## config.mk

```make
export PLATFORM = sky130hd
export DESIGN_NAME = command_frame_receiver_flat
export DESIGN_NICKNAME = d
export VERILOG_FILES = /design/src/hdl/cfr_pkg.sv /design/src/hdl/cfr_in_if.sv /design/src/hdl/cfr_out_if.sv /design/src/hdl/cfr_parser.sv /design/src/hdl/command_frame_receiver.sv /design/src/flat_wrapper.sv
export SDC_FILE = /design/constraint.sdc
export NUM_CORES = 1
export LEC_CHECK = 0
export BUFFER_PORTS_ARGS = -buffer_cell sky130_fd_sc_hd__buf_4
export CAP_MARGIN = 20
export CORE_ASPECT_RATIO = 1.1
export CORE_UTILIZATION = 43
export DETAILED_ROUTE_END_ITERATION = 12
export SLEW_MARGIN = 20
export SYNTH_ARGS = -nofsm -noshare
export SYNTH_HDL_FRONTEND = slang
export SYNTH_HIERARCHICAL = 1
export SYNTH_SLANG_ARGS = --single-unit
```

## constraint.sdc

```tcl
create_clock -name clk_i -period 3.6 [get_ports clk_i]
set_input_delay 0.18 -clock clk_i [delete_from_list [all_inputs] [get_ports clk_i]]
set_output_delay 0.18 -clock clk_i [all_outputs]
set_load 0.02 [all_outputs]
```

## src/hdl/cfr_pkg.sv

```systemverilog
// ----------------------------------------------------------------------------
// cfr_pkg
// Shared types and constants for the command frame receiver.
// ----------------------------------------------------------------------------
package cfr_pkg;

  // Longest payload a length byte may announce
  localparam int unsigned MaxPayload = 16;
  localparam logic [5:0]  MaxLen     = 6'(MaxPayload);

  // Frame characters
  localparam logic [7:0] StartChar = 8'h3A;  // ':'
  localparam logic [7:0] TermChar  = 8'h0D;  // carriage return

  // Frame holds payload length plus this many bytes
  localparam logic [5:0] FrameOverhead = 6'd7;
  // Last index the byte counter can reach
  localparam logic [4:0] LastPos = 5'd31;

  typedef enum logic [2:0] {
    StReceiving = 3'd0,
    StOk        = 3'd1,
    StLenErr    = 3'd2,
    StTermErr   = 3'd3,
    StSumErr    = 3'd4
  } status_e;

  typedef enum logic {
    CmdData  = 1'b0,
    CmdClear = 1'b1
  } cmd_e;

  // One result item
  typedef struct packed {
    logic       stored;
    logic [4:0] position;
    logic [7:0] stored_byte;
    status_e    frame_status;
  } result_t;

endpackage

```

## src/hdl/cfr_in_if.sv

```systemverilog
// ----------------------------------------------------------------------------
// cfr_in_if
// Request channel into the receiver: command and raw byte.
// ----------------------------------------------------------------------------
interface cfr_in_if;
  logic       valid;
  logic       ready;
  logic       cmd;
  logic [7:0] rx_byte;

  modport source (output valid, output cmd, output rx_byte, input ready);
  modport sink   (input valid, input cmd, input rx_byte, output ready);
endinterface

```

## src/hdl/cfr_out_if.sv

```systemverilog
// ----------------------------------------------------------------------------
// cfr_out_if
// Result channel out of the receiver: stored byte info and frame status.
// ----------------------------------------------------------------------------
interface cfr_out_if;
  logic       valid;
  logic       ready;
  logic       stored;
  logic [4:0] position;
  logic [7:0] stored_byte;
  logic [2:0] frame_status;

  modport source (output valid, output stored, output position, output stored_byte,
                  output frame_status, input ready);
  modport sink   (input valid, input stored, input position, input stored_byte,
                  input frame_status, output ready);
endinterface

```

## src/hdl/cfr_parser.sv

```systemverilog
// ----------------------------------------------------------------------------
// cfr_parser
// Frame state (count, length, sum, status) and the per-request result.
// ----------------------------------------------------------------------------
module cfr_parser (
  input  logic              clk_i,
  input  logic              rst_ni,
  input  logic              step_i,
  input  logic              cmd_i,
  input  logic [7:0]        rx_byte_i,
  input  logic              checksum_en_i,
  output cfr_pkg::result_t  result_o
);
  import cfr_pkg::*;

  logic [4:0] count_q, count_d;
  logic [4:0] len_q, len_d;
  logic [7:0] sum_q, sum_d;
  status_e    status_q, status_d;

  logic [5:0] target;
  logic       last_byte;

  assign target    = {1'b0, len_q} + FrameOverhead;
  assign last_byte = (({1'b0, count_q} + 6'd1) >= target) || (count_q == LastPos);

  // Next state and result for one request
  always_comb begin
    count_d  = count_q;
    len_d    = len_q;
    sum_d    = sum_q;
    status_d = status_q;
    result_o = '0;

    if (cmd_i == CmdClear) begin
      count_d  = '0;
      len_d    = '0;
      sum_d    = '0;
      status_d = StReceiving;
    end else if (status_q == StReceiving) begin
      if (count_q == 5'd0) begin
        // hunt for start character
        if (rx_byte_i == StartChar) begin
          result_o.stored = 1'b1;
          count_d         = 5'd1;
          sum_d           = '0;
        end
      end else if (count_q == 5'd1) begin
        // length byte
        if ({1'b0, rx_byte_i[4:0]} <= MaxLen) begin
          result_o.stored   = 1'b1;
          result_o.position = 5'd1;
          len_d             = rx_byte_i[4:0];
          sum_d             = rx_byte_i;
          count_d           = 5'd2;
        end else begin
          status_d = StLenErr;
        end
      end else begin
        result_o.stored   = 1'b1;
        result_o.position = count_q;
        count_d           = count_q + 5'd1;
        if (last_byte) begin
          if (rx_byte_i != TermChar) begin
            status_d = StTermErr;
          end else if (checksum_en_i && (sum_q != 8'd0)) begin
            status_d = StSumErr;
          end else begin
            status_d = StOk;
          end
        end else begin
          sum_d = sum_q + rx_byte_i;
        end
      end
    end

    if (result_o.stored) begin
      result_o.stored_byte = rx_byte_i;
    end
    result_o.frame_status = status_d;
  end

  // State registers, updated on each accepted request
  always_ff @(posedge clk_i or negedge rst_ni) begin
    if (!rst_ni) begin
      count_q  <= '0;
      len_q    <= '0;
      sum_q    <= '0;
      status_q <= StReceiving;
    end else if (step_i) begin
      count_q  <= count_d;
      len_q    <= len_d;
      sum_q    <= sum_d;
      status_q <= status_d;
    end
  end

endmodule

```

## src/hdl/command_frame_receiver.sv

```systemverilog
// ----------------------------------------------------------------------------
// command_frame_receiver
// Parses ':'-started command frames byte by byte and reports status.
// ----------------------------------------------------------------------------
// An accepted request's result shows on out_res in the next cycle.
// Throughput: one request per cycle while out_res.ready is high or the result
//   register is empty; the frame state is a single register stage.
// Reset: rst_ni clears frame state, status (receiving), checksum enable and
//   the result valid flag.
module command_frame_receiver (
  input  logic            clk_i,
  input  logic            rst_ni,
  input  logic            cfg_we_i,
  input  logic            cfg_wdata_i,
  cfr_in_if.sink          in_req,
  cfr_out_if.source       out_res
);
  import cfr_pkg::*;

  logic    checksum_en_q;
  logic    accept;
  logic    out_valid_q;
  result_t result;
  result_t result_q;

  // Checksum enable register
  always_ff @(posedge clk_i or negedge rst_ni) begin
    if (!rst_ni) begin
      checksum_en_q <= 1'b0;
    end else if (cfg_we_i) begin
      checksum_en_q <= cfg_wdata_i;
    end
  end

  // Take a request whenever the result register is empty or draining
  assign in_req.ready = !out_valid_q || out_res.ready;
  assign accept       = in_req.valid && in_req.ready;

  cfr_parser u_parser (
    .clk_i         (clk_i),
    .rst_ni        (rst_ni),
    .step_i        (accept),
    .cmd_i         (in_req.cmd),
    .rx_byte_i     (in_req.rx_byte),
    .checksum_en_i (checksum_en_q),
    .result_o      (result)
  );

  // Result register
  always_ff @(posedge clk_i or negedge rst_ni) begin
    if (!rst_ni) begin
      out_valid_q <= 1'b0;
    end else if (in_req.ready) begin
      out_valid_q <= in_req.valid;
    end
  end

  always_ff @(posedge clk_i) begin
    if (accept) begin
      result_q <= result;
    end
  end

  assign out_res.valid        = out_valid_q;
  assign out_res.stored       = result_q.stored;
  assign out_res.position     = result_q.position;
  assign out_res.stored_byte  = result_q.stored_byte;
  assign out_res.frame_status = result_q.frame_status;

endmodule

```

## src/flat_wrapper.sv

```systemverilog
// flat-port wrapper written by rule: the top's interface ports become plain ports
module command_frame_receiver_flat import cfr_pkg::*;
  (clk_i, rst_ni, cfg_we_i, cfg_wdata_i, in_req_valid, in_req_cmd, in_req_rx_byte, in_req_ready, out_res_valid, out_res_stored, out_res_position, out_res_stored_byte, out_res_frame_status, out_res_ready);
  cfr_in_if in_req_i ();
  cfr_out_if out_res_i ();
  input  logic clk_i;
  input  logic rst_ni;
  input  logic cfg_we_i;
  input  logic cfg_wdata_i;
  input wire logic [$bits(in_req_i.valid)-1:0] in_req_valid;
  input wire logic [$bits(in_req_i.cmd)-1:0] in_req_cmd;
  input wire logic [$bits(in_req_i.rx_byte)-1:0] in_req_rx_byte;
  output wire logic [$bits(in_req_i.ready)-1:0] in_req_ready;
  output wire logic [$bits(out_res_i.valid)-1:0] out_res_valid;
  output wire logic [$bits(out_res_i.stored)-1:0] out_res_stored;
  output wire logic [$bits(out_res_i.position)-1:0] out_res_position;
  output wire logic [$bits(out_res_i.stored_byte)-1:0] out_res_stored_byte;
  output wire logic [$bits(out_res_i.frame_status)-1:0] out_res_frame_status;
  input wire logic [$bits(out_res_i.ready)-1:0] out_res_ready;
  assign in_req_i.valid = in_req_valid;
  assign in_req_i.cmd = in_req_cmd;
  assign in_req_i.rx_byte = in_req_rx_byte;
  assign in_req_ready = in_req_i.ready;
  assign out_res_valid = out_res_i.valid;
  assign out_res_stored = out_res_i.stored;
  assign out_res_position = out_res_i.position;
  assign out_res_stored_byte = out_res_i.stored_byte;
  assign out_res_frame_status = out_res_i.frame_status;
  assign out_res_i.ready = out_res_ready;
  command_frame_receiver u_core (.clk_i(clk_i), .rst_ni(rst_ni), .cfg_we_i(cfg_we_i), .cfg_wdata_i(cfg_wdata_i), .in_req(in_req_i), .out_res(out_res_i));
endmodule
```

==> results of run 1 <==
==> per-layer routing <==
layer | GRT usage, % | vias to the layer above | wire [µm]
met5 | 0 | - | 0
met4 | 6.346 | 0 | 61
met3 | 3.350 | 6 | 184
met2 | 29.18 | 39 | 2432
met1 | 24.86 | 873 | 2443
li1 | - | 924 | -
==> power by group <==
group	switching [mW]	total [mW]	internal, mW
Clock	0.157	0.292	0.135
Combinational	0.519	0.889	0.370
Sequential	0.0715	0.648	0.577
Total	0.748	1.83	1.08
==> how the worst max path moves through the flow <==
stage                                                 startpoint                                       to  slack (ns)  cells after the start
after CTS                 u_core/u_parser/count_q[0]$_DFFE_PN0P_  u_core/u_parser/status_q[1]$_DFFE_PN0P_        0.51                     11
after floorplan           u_core/u_parser/count_q[0]$_DFFE_PN0P_  u_core/u_parser/status_q[1]$_DFFE_PN0P_        0.76                     11
after global placement    u_core/u_parser/count_q[0]$_DFFE_PN0P_  u_core/u_parser/status_q[1]$_DFFE_PN0P_        0.61                     11
after detailed placement  u_core/u_parser/count_q[0]$_DFFE_PN0P_  u_core/u_parser/status_q[1]$_DFFE_PN0P_        0.51                     11
after global routing      u_core/u_parser/count_q[0]$_DFFE_PN0P_  u_core/u_parser/status_q[1]$_DFFE_PN0P_        0.38                     11
final                     u_core/u_parser/count_q[0]$_DFFE_PN0P_  u_core/u_parser/status_q[1]$_DFFE_PN0P_        0.49                     11
==> layout make-up <==
class | instances | area share [%]
multi-input cells | 180 | 44.46
inverters | 13 | 1.714
clock inverters | 3 | 0.6591
clock buffers | 5 | 2.417
repair buffers | 35 | 9.315
well taps | 75 | 3.295
flip-flops and latches | 40 | 38.14
==> state kept, by name, indices dropped and copies added (netlist names) <==
register,cells
u_core/out_res.position,5
u_core/u_parser/sum_q,8
u_core/out_res.valid,1
u_core/out_res.frame_status,3
u_core/out_res.stored_byte,8
u_core/u_parser/len_q,5
u_core/u_parser/status_q,3
u_core/u_parser/count_q,5
u_core/checksum_en_q,1
u_core/out_res.stored,1
==> stage by stage <==
| stage | area, µm² | utilization [%] | hold WS (ns) |
|---|---|---|---|
| 4_1_cts | 2848 | 52.44 | 0.08757 |
| 3_5_place_dp | 2750 | 50.65 | 0.1065 |
| 3_3_place_gp | 2750 | 50.65 | 0.1058 |
| 6_report | 2848 | 52.44 | 0.09088 |
| 5_1_grt | 2848 | 52.44 | 0.1064 |
| 2_1_floorplan | 2459 | - | -0.1156 |
==> critical path: stages (launching register included) <==
cell and delay [ns]:
sky130_fd_sc_hd__dfrtp_1 0.45, sky130_fd_sc_hd__ha_1 0.24, sky130_fd_sc_hd__and3_1 0.18, sky130_fd_sc_hd__ha_1 0.30
sky130_fd_sc_hd__ha_1 0.32, sky130_fd_sc_hd__a21o_1 0.18, sky130_fd_sc_hd__a211o_1 0.28, sky130_fd_sc_hd__a41oi_1 0.24
sky130_fd_sc_hd__nor3_1 0.13, sky130_fd_sc_hd__a221oi_1 0.32, sky130_fd_sc_hd__nor2_1 0.09, sky130_fd_sc_hd__mux2_2 0.27
==> timing repair <==
action | CTS | global route
endpoints found under the hold margin | 23 | 0
hold buffers | 1 | 0
buffers inserted | 0 | 0
==> logic make-up after synthesis <==
group / synth area share (%)
adder cells (fa/ha/maj): 9.975
AND/OR/NAND/NOR: 22.29
buffers and inverters: 4.325
XOR/XNOR: 3.206
AO/OA/AOI/OAI: 14.56
flip-flops: 44.17
multiplexers: 1.476
==> layout by cell type (no fill, tap or decap), types with 3 or more instances in the layout <==
cell	n
sky130_fd_sc_hd__nor3_1	8
sky130_fd_sc_hd__xor2_1	4
sky130_fd_sc_hd__clkbuf_8	5
sky130_fd_sc_hd__and2_1	13
sky130_fd_sc_hd__a21oi_1	13
sky130_fd_sc_hd__or3_1	3
sky130_fd_sc_hd__buf_4	34
sky130_fd_sc_hd__o21ai_0	12
sky130_fd_sc_hd__nand3b_1	5
sky130_fd_sc_hd__inv_1	13
sky130_fd_sc_hd__nor2b_1	5
sky130_fd_sc_hd__nand2_1	22
sky130_fd_sc_hd__nor2_1	17
sky130_fd_sc_hd__xnor2_1	5
sky130_fd_sc_hd__edfxtp_1	17
sky130_fd_sc_hd__nand3_1	5
sky130_fd_sc_hd__nand2b_1	7
sky130_fd_sc_hd__o21ai_1	5
sky130_fd_sc_hd__nor4_1	3
sky130_fd_sc_hd__ha_1	18
sky130_fd_sc_hd__dfrtp_1	23
==> qor.yml, run 1 <==
status:
  outcome: "finished, final reports clean"
timing:
  hold_viol_final: 0
  max_clock_freq_mhz: 321.8
  final_period_minus_worst_setup_slack_ns: 3.108
  worst-slew-pin-transition_ns: 0.5726
  totalNegativeSetupSlack_ns: 0
  final.period_utilization_pct: 86.32
  timing.final.max_slew_violations: 0
  grt_setup_unrepaired: "no"
  final-setup-viol-count: 0
  layout_setup_ws_ns: 0.4924
  fin_skew_ns: 0.006507
  worst_slew_margin_rel_pct: 61.75
die:
  die_area_um2: 6024
  dieHeight_um: 81.31
  boundaryPins: 34
  fp-row-count: 28
  fp.coreArea_um2: 5430
  die_width_um: 74.10
  floorplan.initialDensity_pct: 45.28
clocking:
  clk_pin_slew_worst_paths_ns: 0.08
  cts.repair.resized: 0
  cts-htree-levels: 2
  cts_buffers: 5
  ctsRootBufferMaster: "sky130_fd_sc_hd__clkbuf_8"
  cts_sinks: 40
  tritoncts_clock_tree: "yes"
  cts.path.max_buffers: 2
  worstSkewPairLatency_ns: 0.29
worst_setup_path:
  worst-setup-path-type: "register to register"
  timing.reg2reg.setup_slack_ns: 0.49
  worstSetupStartpointType: "register"
  endpoint_kind: "register"
  worst-endpoint-arrival_ns: 3.29
  r2r.worst_path.cells: 11
  rr_startpoint: "u_core/u_parser/count_q[0]$_DFFE_PN0P_"
  largest_fanout_of_any_net_on_the_critical_path: 6
  cp_data_required_time_ns: 3.78
  reg2reg_to: "u_core/u_parser/status_q[1]$_DFFE_PN0P_"
placed_design:
  globalplace.congestion: 0.7995
  pre_cts_slack_ns: 0.5115
  detailed_place_hpwl_um: 3853
  dp_cells: 342
  io_buffers: 33
logic_synthesis:
  synthesis.area_per_instance_um2: 10.20
  yosys-top-cells-count: "23 x sky130_fd_sc_hd__dfrtp_1, 22 x sky130_fd_sc_hd__nand2_1, 18 x sky130_fd_sc_hd__ha_1"
  post_synth_instance_area_um2: 2459
  synthesized_netlist_cell_count: 241
  async_reset_ff_share_pct: 57.50
  synth_seq_area_share_pct: 44.17
  yosys_warnings: 6
  register_bit_count_reported_by_yosys: 40
  synthDistinctLibCells: 51
  synthMostInstantiatedCell: "sky130_fd_sc_hd__dfrtp_1"
  post_synth_main_area_contributors: "sky130_fd_sc_hd__dfrtp_1 23%, sky130_fd_sc_hd__edfxtp_1 21%, sky130_fd_sc_hd__ha_1 9.2%, sky130_fd_sc_hd__nand2_1 3.4%, sky130_fd_sc_hd__and2_1 3.3%"
  postSynth.topFlopCell: "sky130_fd_sc_hd__dfrtp_1"
  number_of_flops_mapped_to_enable_cells_by_yosys: 17
  synth_largest_type_area_fraction_pct: 23.41
  yosys.area.top_type: "sky130_fd_sc_hd__dfrtp_1"
  syn-num-nets: 275
power_and_ir_drop:
  fin_total_pwr_mw: 1.830
  power.static_leakage_nw: 1.238
  ir_worst_vdd_v: 0.0002644
  pwr_density_cell_nw_per_um2: 642.7
routing:
  num_vias: 1842
  remaining_antenna_violation_count_after_routing: 0
  routed_wire_length_per_instance_um: 14.59
  drtPass1Iterations: 4
  number_of_drc_markers_in_iteration_0: 103
  avgViaCountPerCell: 5.248
  drt_drc_violations_left: 0
  final_wirelength_um: 5121
final_layout:
  layout.cells.non_filler: 351
  register_area_um2: 1086
  ratio_of_cells_with_drive_above_1_in_the_final_layout_pct: 19.93
  final_nets: 309
  p_r_area_growth_vs_syn_pct: 15.83
  multiInputGateArea_um2: 1266
  layout.filler_cells: 516
  num_antenna_cells: 0
global_route:
  grt_max_degree: 24
  global_route.usage.total_pct: 18.33
  antenna_violations_before_repair: 0
  first_global_vias: 1687
  wire_length_of_the_first_global_routing_pass_um: 8142
  grt_overflow: 0
min_path:
  min_delay_worst_endpoint: "u_core/out_res.valid$_DFFE_PN0P_"
  worstHoldPathType: "primary input to register"
  hold_depth: 2
  min_from: "in_req_valid"
run:
  drv.max_cap_violation_count: 0
Power figures use the tool's default switching activity.
==> run 2, diff against run 1 <==
--- a/config.mk
+++ b/config.mk
@@ -7,7 +7,7 @@
 export LEC_CHECK = 0
 export BUFFER_PORTS_ARGS = -buffer_cell sky130_fd_sc_hd__buf_4
 export CAP_MARGIN = 20
-export CORE_ASPECT_RATIO = 1.1
+export CORE_ASPECT_RATIO = 1.4
 export CORE_UTILIZATION = 43
 export DETAILED_ROUTE_END_ITERATION = 12
 export SLEW_MARGIN = 20
==> run 2 against run 1 <==
Against the previous run: via count is 1.2% lower; highest routed layer unchanged; largest cell class unchanged; clock-buffer cell count stayed put; total power hardly changed; critical path depth stayed put; die area hardly changed; sequential power hardly changed.
==> qor.yml, run 2 (synthesized netlist as in run 1, its figures left out) <==
worst_setup_path:
  endpoint_kind: "register"
  worst-setup-path-type: "register to register"
  timing.reg2reg.setup_slack_ns: 0.52  # +0.02 ns
  cpLargestDelayFamily: "compound AO/OA/AOI/OAI gates"
  worstSetupStartpointType: "register"
  rr_startpoint: "u_core/u_parser/count_q[0]$_DFFE_PN0P_"
  crit_slowest_cell: "sky130_fd_sc_hd__dfrtp_1"
  max_stage_delay_ns: 0.44  # about the same
  critical_path.most_common_cell: "sky130_fd_sc_hd__ha_1"
  largest_fanout_of_any_net_on_the_critical_path: 6  # unchanged
  worst-endpoint-arrival_ns: 3.27  # -0.02 ns
  reg2reg_to: "u_core/u_parser/status_q[1]$_DFFE_PN0P_"
  critPathLaunch: "u_core/u_parser/count_q[0]$_DFFE_PN0P_"
  worst-path-buf-inv: 0  # unchanged
  critical_path.cell_chain: "ha_1, and3_1, ha_1, ha_1, a21o_1, a211o_1, a41oi_1, nor3_1, a221oi_1, nor2_1, mux2_2"
  cp_data_required_time_ns: 3.78  # about the same
  r2r.worst_path.cells: 11  # unchanged
power_and_ir_drop:
  p_switching_uw: 746.0  # -0.27%
  netSwitchingFraction_pct: 40.75  # -0.13 points
  cell_internal_pwr_mw: 1.085  # +0.27%
  power.share.sequential_pct: 35.5  # about the same
  pwr_density_cell_nw_per_um2: 643.8  # +0.18%
  clock_power_share_pct: 16.4  # +0.4 points
  combPwrFrac_pct: 48.1  # -0.5 points
  power.static_leakage_nw: 1.230  # -0.61%
  fin_total_pwr_mw: 1.831  # about the same
  ir_worst_vdd_v: 0.0002186  # -17%
routing:
  routed_wire_length_per_instance_um: 14.63  # +0.30%
  number_of_drc_markers_in_iteration_0: 103  # unchanged
  remaining_antenna_violation_count_after_routing: 0  # unchanged
  drt_drc_violations_left: 0  # unchanged
  avgViaCountPerCell: 5.288  # +0.76%
  num_vias: 1819  # -1.2%
  drtPass1Iterations: 4  # unchanged
  final_wirelength_um: 5034  # -1.7%
final_layout:
  num_antenna_cells: 0  # unchanged
  final_cell_mix: "34 x sky130_fd_sc_hd__buf_4, 23 x sky130_fd_sc_hd__dfrtp_1, 22 x sky130_fd_sc_hd__nand2_1"
  p_r_area_growth_vs_syn_pct: 15.67
  layout.cells.non_filler: 344  # -2.0%
  final_nets: 309  # unchanged
  core_util_final_pct: 51.47  # -0.97 points
  ratio_of_cells_with_drive_above_1_in_the_final_layout_pct: 19.93  # unchanged
  layout.cells.most_common: "sky130_fd_sc_hd__buf_4"
  layout.filler_cells: 532  # +3.1%
die:
  die_width_um: 65.91  # -11%
  fp.coreArea_um2: 5525  # +1.8%
  fp-row-count: 32  # +14%
  floorplan.initialDensity_pct: 44.50  # -0.78 points
  die_area_um2: 6028  # about the same
  dieHeight_um: 91.47  # +13%
  boundaryPins: 34  # unchanged
clocking:
  cts.path.max_buffers: 2  # unchanged
  tritoncts_clock_tree: "yes"
  clk_pin_slew_worst_paths_ns: 0.08  # about the same
  post_cts.repair.setup_buffers: 0  # unchanged
  cts.repair.resized: 0  # unchanged
  cts_sinks: 40  # unchanged
  ctsRootBufferMaster: "sky130_fd_sc_hd__clkbuf_8"
  worstSkewPairLatency_ns: 0.30  # about the same
  cts_buffers: 5  # unchanged
  cts-htree-levels: 2  # unchanged
  cts_hold_buffers: 1  # unchanged
global_route:
  grt_overflow: 0  # unchanged
  grt_max_degree: 26  # +8.3%
  first_global_vias: 1794  # +6.3%
  wire_length_of_the_first_global_routing_pass_um: 8528  # +4.7%
  antenna_violations_before_repair: 0  # unchanged
  global_route.usage.total_pct: 18.81  # +0.48 points
placed_design:
  detailed_place_hpwl_um: 3860  # +0.18%
  pre_cts_slack_ns: 0.5279  # +0.01633 ns
  globalplace.congestion: 0.8305  # +3.9%
  dp_cells: 335  # -2.0%
  io_buffers: 33  # unchanged
status:
  outcome: "finished, final reports clean"
min_path:
  min_delay_worst_endpoint: "u_core/out_res.valid$_DFFE_PN0P_"
  worstHoldPathType: "primary input to register"
  hold_depth: 2  # unchanged
  min_from: "in_req_valid"
timing:
  totalNegativeSetupSlack_ns: 0  # unchanged
  final.period_utilization_pct: 85.67  # -0.65 points
  hold_viol_final: 0  # unchanged
  fin_skew_ns: 0.009582  # +0.003075 ns
  layout_setup_ws_ns: 0.5159  # +0.02350 ns
  worst-slew-pin-transition_ns: 0.5791  # +0.006493 ns
  max_clock_freq_mhz: 324.2  # +0.76%
  worst_slew_margin_rel_pct: 61.32  # -0.43 points
  final-setup-viol-count: 0  # unchanged
  final_period_minus_worst_setup_slack_ns: 3.084  # -0.02350 ns
  timing.final.max_slew_violations: 0  # unchanged
  grt_setup_unrepaired: "no"
run:
  drv.max_cap_violation_count: 0  # unchanged
run 2: cell count changes in the layout (fill, tap and decap cells not counted), sizes merged:
| cell | delta |
|---|---|
| clkinvlp | +2 |
| clkinv | -2 |
run 2: power groups by stage:
stage / clock network, mW / logic (mW) / registers, mW
6_report: 0.301 / 0.880 / 0.650
5_1_grt: 0.326 / 1.00 / 0.662
4_1_cts: 0.310 / 0.889 / 0.649
3_5_place_dp: 0 / 0.884 / 0.659
3_3_place_gp: 0 / 0.878 / 0.655
2_1_floorplan: 0 / 0.674 / 0.667
run 2: worst max path at each step:
stage                                               to  slack [ns]  cells after the start
5_1_grt        u_core/u_parser/status_q[1]$_DFFE_PN0P_        0.32                     11
2_1_floorplan  u_core/u_parser/status_q[1]$_DFFE_PN0P_        0.76                     11
4_1_cts        u_core/u_parser/status_q[1]$_DFFE_PN0P_        0.50                     11
3_5_place_dp   u_core/u_parser/status_q[1]$_DFFE_PN0P_        0.53                     11
6_report       u_core/u_parser/status_q[1]$_DFFE_PN0P_        0.52                     11
3_3_place_gp   u_core/u_parser/status_q[1]$_DFFE_PN0P_        0.59                     11
run 2: per-layer routing:
metal | vias to the layer above | track usage [%] | wire, µm
met4 | 0 | 7.065 | 90
met2 | 27 | 32.74 | 2637
met3 | 9 | 3.141 | 115
met1 | 859 | 22.44 | 2191
met5 | - | 0 | 0
li1 | 924 | - | -
run 2: layout make-up:
cell class              count  area, µm²  share of cell area [%]
flip-flops and latches     40       1086                   38.19
repair buffers             35      265.3                   9.327
inverters                  13      48.80                   1.716
clock buffers               5      68.82                   2.420
clock inverters             3      23.77                  0.8359
multi-input cells         180       1266                   44.52
well taps                  68      85.08                   2.992
run 2: worst register-to-register path, cell delays in order, from the launching register on:
cell,delay [ns]
sky130_fd_sc_hd__dfrtp_1,0.44
sky130_fd_sc_hd__ha_1,0.25
sky130_fd_sc_hd__and3_1,0.19
sky130_fd_sc_hd__ha_1,0.29
sky130_fd_sc_hd__ha_1,0.32
sky130_fd_sc_hd__a21o_1,0.18
sky130_fd_sc_hd__a211o_1,0.28
sky130_fd_sc_hd__a41oi_1,0.23
sky130_fd_sc_hd__nor3_1,0.13
sky130_fd_sc_hd__a221oi_1,0.32
sky130_fd_sc_hd__nor2_1,0.08
sky130_fd_sc_hd__mux2_2,0.26
run 2: metrics by stage:
stage,cell area (µm²),hold WS [ns]
after floorplan,2459,-0.1156
after global placement,2741,0.09972
after detailed placement,2741,0.09682
after CTS,2844,0.07968
after global routing,2844,0.09085
final,2844,0.08557
==> run 3, diff against run 2 <==
--- a/config.mk
+++ b/config.mk
@@ -5,7 +5,7 @@
 export SDC_FILE = /design/constraint.sdc
 export NUM_CORES = 1
 export LEC_CHECK = 0
-export BUFFER_PORTS_ARGS = -buffer_cell sky130_fd_sc_hd__buf_4
+export BUFFER_PORTS_ARGS = -buffer_cell sky130_fd_sc_hd__buf_2
 export CAP_MARGIN = 20
 export CORE_ASPECT_RATIO = 1.4
 export CORE_UTILIZATION = 43
==> run 3 against run 2 <==
Against the previous run: fmax increased by 0.16%; via count increased by 2.5%; combinational power decreased by 1%; non-clock buffer count unchanged; routed wire length increased by 2.5%; sequential cell count unchanged; global-route usage increased by 0.44 points; die area unchanged; final cell count unchanged; clock-buffer cell count increased by 1; first-iteration DRC count increased by 83%; sequential share of layout area increased by 0.93 points.
==> qor.yml, run 3 (synthesized netlist as in run 1, its figures left out) <==
die:
  floorplan.initialDensity_pct: 44.50  # unchanged
  fp-row-count: 32  # unchanged
  boundaryPins: 34  # unchanged
  dieHeight_um: 91.47  # unchanged
  die_width_um: 65.91  # unchanged
  die_area_um2: 6028  # unchanged
  fp.coreArea_um2: 5525  # unchanged
clocking:
  tritoncts_clock_tree: "yes"
  clk_pin_slew_worst_paths_ns: 0.08  # about the same
  cts.repair.resized: 0  # unchanged
  worstSkewPairLatency_ns: 0.29  # about the same
  cts-htree-levels: 2  # unchanged
  cts.path.max_buffers: 2  # unchanged
  cts_sinks: 40  # unchanged
  cts_hold_buffers: 1  # unchanged
  cts_buffers: 5  # unchanged
  post_cts.repair.setup_buffers: 0  # unchanged
  ctsRootBufferMaster: "sky130_fd_sc_hd__clkbuf_8"
timing:
  hold_viol_final: 0  # unchanged
  worst-slew-pin-transition_ns: 0.5444  # -0.03469 ns
  totalNegativeSetupSlack_ns: 0  # unchanged
  worst_slew_margin_rel_pct: 63.63  # +2.3 points
  fin_hold_ws_ns: 0.09739  # +0.01182 ns
  final-setup-viol-count: 0  # unchanged
  max_clock_freq_mhz: 324.8  # +0.16%
  final_period_minus_worst_setup_slack_ns: 3.079  # -0.005043 ns
  grt_setup_unrepaired: "no"
  final.period_utilization_pct: 85.53  # -0.14 points
  fin_skew_ns: 0.008160  # -0.001422 ns
  layout_setup_ws_ns: 0.5209  # +0.005043 ns
  timing.final.max_slew_violations: 0  # unchanged
routing:
  top_layer_used: "met4"
  drtPass1Iterations: 4  # unchanged
  number_of_drc_markers_in_iteration_0: 188  # +83%
  dr_wl_met2_um: 2685  # +1.8%
  final_wirelength_um: 5159  # +2.5%
  routed_length_on_met1_um: 2248  # +2.6%
  route.met3.wl_um: 142  # +23%
  num_vias: 1865  # +2.5%
  drt_drc_violations_left: 0  # unchanged
  avgViaCountPerCell: 5.422  # +2.5%
  remaining_antenna_violation_count_after_routing: 0  # unchanged
  routed_wire_length_per_instance_um: 15.00  # +2.5%
final_layout:
  layout.cells.most_common: "sky130_fd_sc_hd__buf_2"
  ratio_of_cells_with_drive_above_1_in_the_final_layout_pct: 19.57  # -0.36 points
  p_r_area_growth_vs_syn_pct: 12.93
  num_antenna_cells: 0  # unchanged
  final_cell_mix: "33 x sky130_fd_sc_hd__buf_2, 23 x sky130_fd_sc_hd__dfrtp_1, 22 x sky130_fd_sc_hd__nand2_1"
  core_util_final_pct: 50.25  # -1.2 points
  final_nets: 309  # unchanged
status:
  outcome: "finished, final reports clean"
power_and_ir_drop:
  power.static_leakage_nw: 1.219  # -0.93%
  fin_total_pwr_mw: 1.872  # +2.3%
  ir_worst_vdd_v: 0.0002469  # +13%
  pwr_density_cell_nw_per_um2: 674.4  # +4.8%
worst_setup_path:
  worst-endpoint-arrival_ns: 3.26  # about the same
  max_stage_delay_ns: 0.44  # about the same
  worst-path-buf-inv: 0  # unchanged
  critical_path.cell_chain: "ha_1, and3_1, ha_1, ha_1, a21o_1, a211o_1, a41oi_1, nor3_1, a221oi_1, nor2_1, mux2_2"
  cpLargestDelayFamily: "compound AO/OA/AOI/OAI gates"
  largest_fanout_of_any_net_on_the_critical_path: 6  # unchanged
  crit_slowest_cell: "sky130_fd_sc_hd__dfrtp_1"
  endpoint_kind: "register"
  worstSetupStartpointType: "register"
  worst-setup-path-type: "register to register"
  cp_data_required_time_ns: 3.78  # about the same
  critical_path.most_common_cell: "sky130_fd_sc_hd__ha_1"
global_route:
  grt_max_degree: 26  # unchanged
  antenna_violations_before_repair: 0  # unchanged
  grt_overflow: 0  # unchanged
  first_global_vias: 1814  # +1.1%
  wire_length_of_the_first_global_routing_pass_um: 8797  # +3.2%
  global_route.usage.total_pct: 19.25  # +0.44 points
min_path:
  worstHoldPathType: "primary input to register"
placed_design:
  pre_cts_slack_ns: 0.5686  # +0.04070 ns
  io_buffers: 33  # unchanged
  globalplace.congestion: 0.8420  # +1.4%
  detailed_place_hpwl_um: 3858  # about the same
run:
  drv.max_cap_violation_count: 0  # unchanged
==> run 3: changes by cell type in the layout (fill, tap and decap cells not counted), sizes merged <==
cell      previous run  this run
clkbuf               5         6
clkinvlp             2         0
bufinv               0         1
==> run 3: worst register-to-register path, delay by kind of cell (launching register included) <==
kind	cells	cell delay [ns]
flip-flops	1	0.44
AND/OR/NAND/NOR	3	0.39
adder cells (fa/ha/maj)	3	0.86
AO/OA/AOI/OAI	4	1.02
multiplexers	1	0.27
==> run 3: where the power goes <==
part / switching (mW) / internal (mW) / leakage, nW
logic: 0.517 / 0.354 / 0.690
clock network: 0.151 / 0.206 / 0.0552
registers: 0.0686 / 0.577 / 0.473
==> run 3: final timing paths <==
kind                       slack [ns]                                 endpoint  cells after the start                                    from
hold reg to reg                  0.54     u_core/u_parser/sum_q[3]$_DFFE_PN0P_                      2    u_core/u_parser/sum_q[3]$_DFFE_PN0P_
min in group asynchronous        0.40     u_core/u_parser/sum_q[2]$_DFFE_PN0P_                      2                                  rst_ni
max in group asynchronous        2.83   u_core/u_parser/count_q[3]$_DFFE_PN0P_                      2                                  rst_ni
setup reg to reg                 0.52  u_core/u_parser/status_q[1]$_DFFE_PN0P_                     11  u_core/u_parser/count_q[0]$_DFFE_PN0P_
hold / removal                    0.1         u_core/out_res.valid$_DFFE_PN0P_                      2                            in_req_valid
setup / recovery                 0.52  u_core/u_parser/status_q[1]$_DFFE_PN0P_                     11  u_core/u_parser/count_q[0]$_DFFE_PN0P_
==> run 3: cell type report <==
class	instances	area, µm²
clock inverters	2	35.03
well taps	68	85.08
flip-flops and latches	40	1086
clock buffers	6	72.57
multi-input cells	180	1266
inverters	13	48.80
fillers	509	2749
repair buffers	35	182.7
==> run 3: per-stage QoR <==
stage / instance area, µm² / instances
floorplan: 2459 / 241
global placement: 2659 / 335
detailed placement: 2659 / 335
CTS: 2776 / 344
global route: 2776 / 344
finish: 2776 / 344
==> run 3: per-layer routing <==
metal  vias to the layer above  global-route usage, %
li1                        924                      -
met1                       888                  24.52
met2                        45                  31.97
met3                         8                  3.015
met4                         0                  7.246
met5                         -                      0
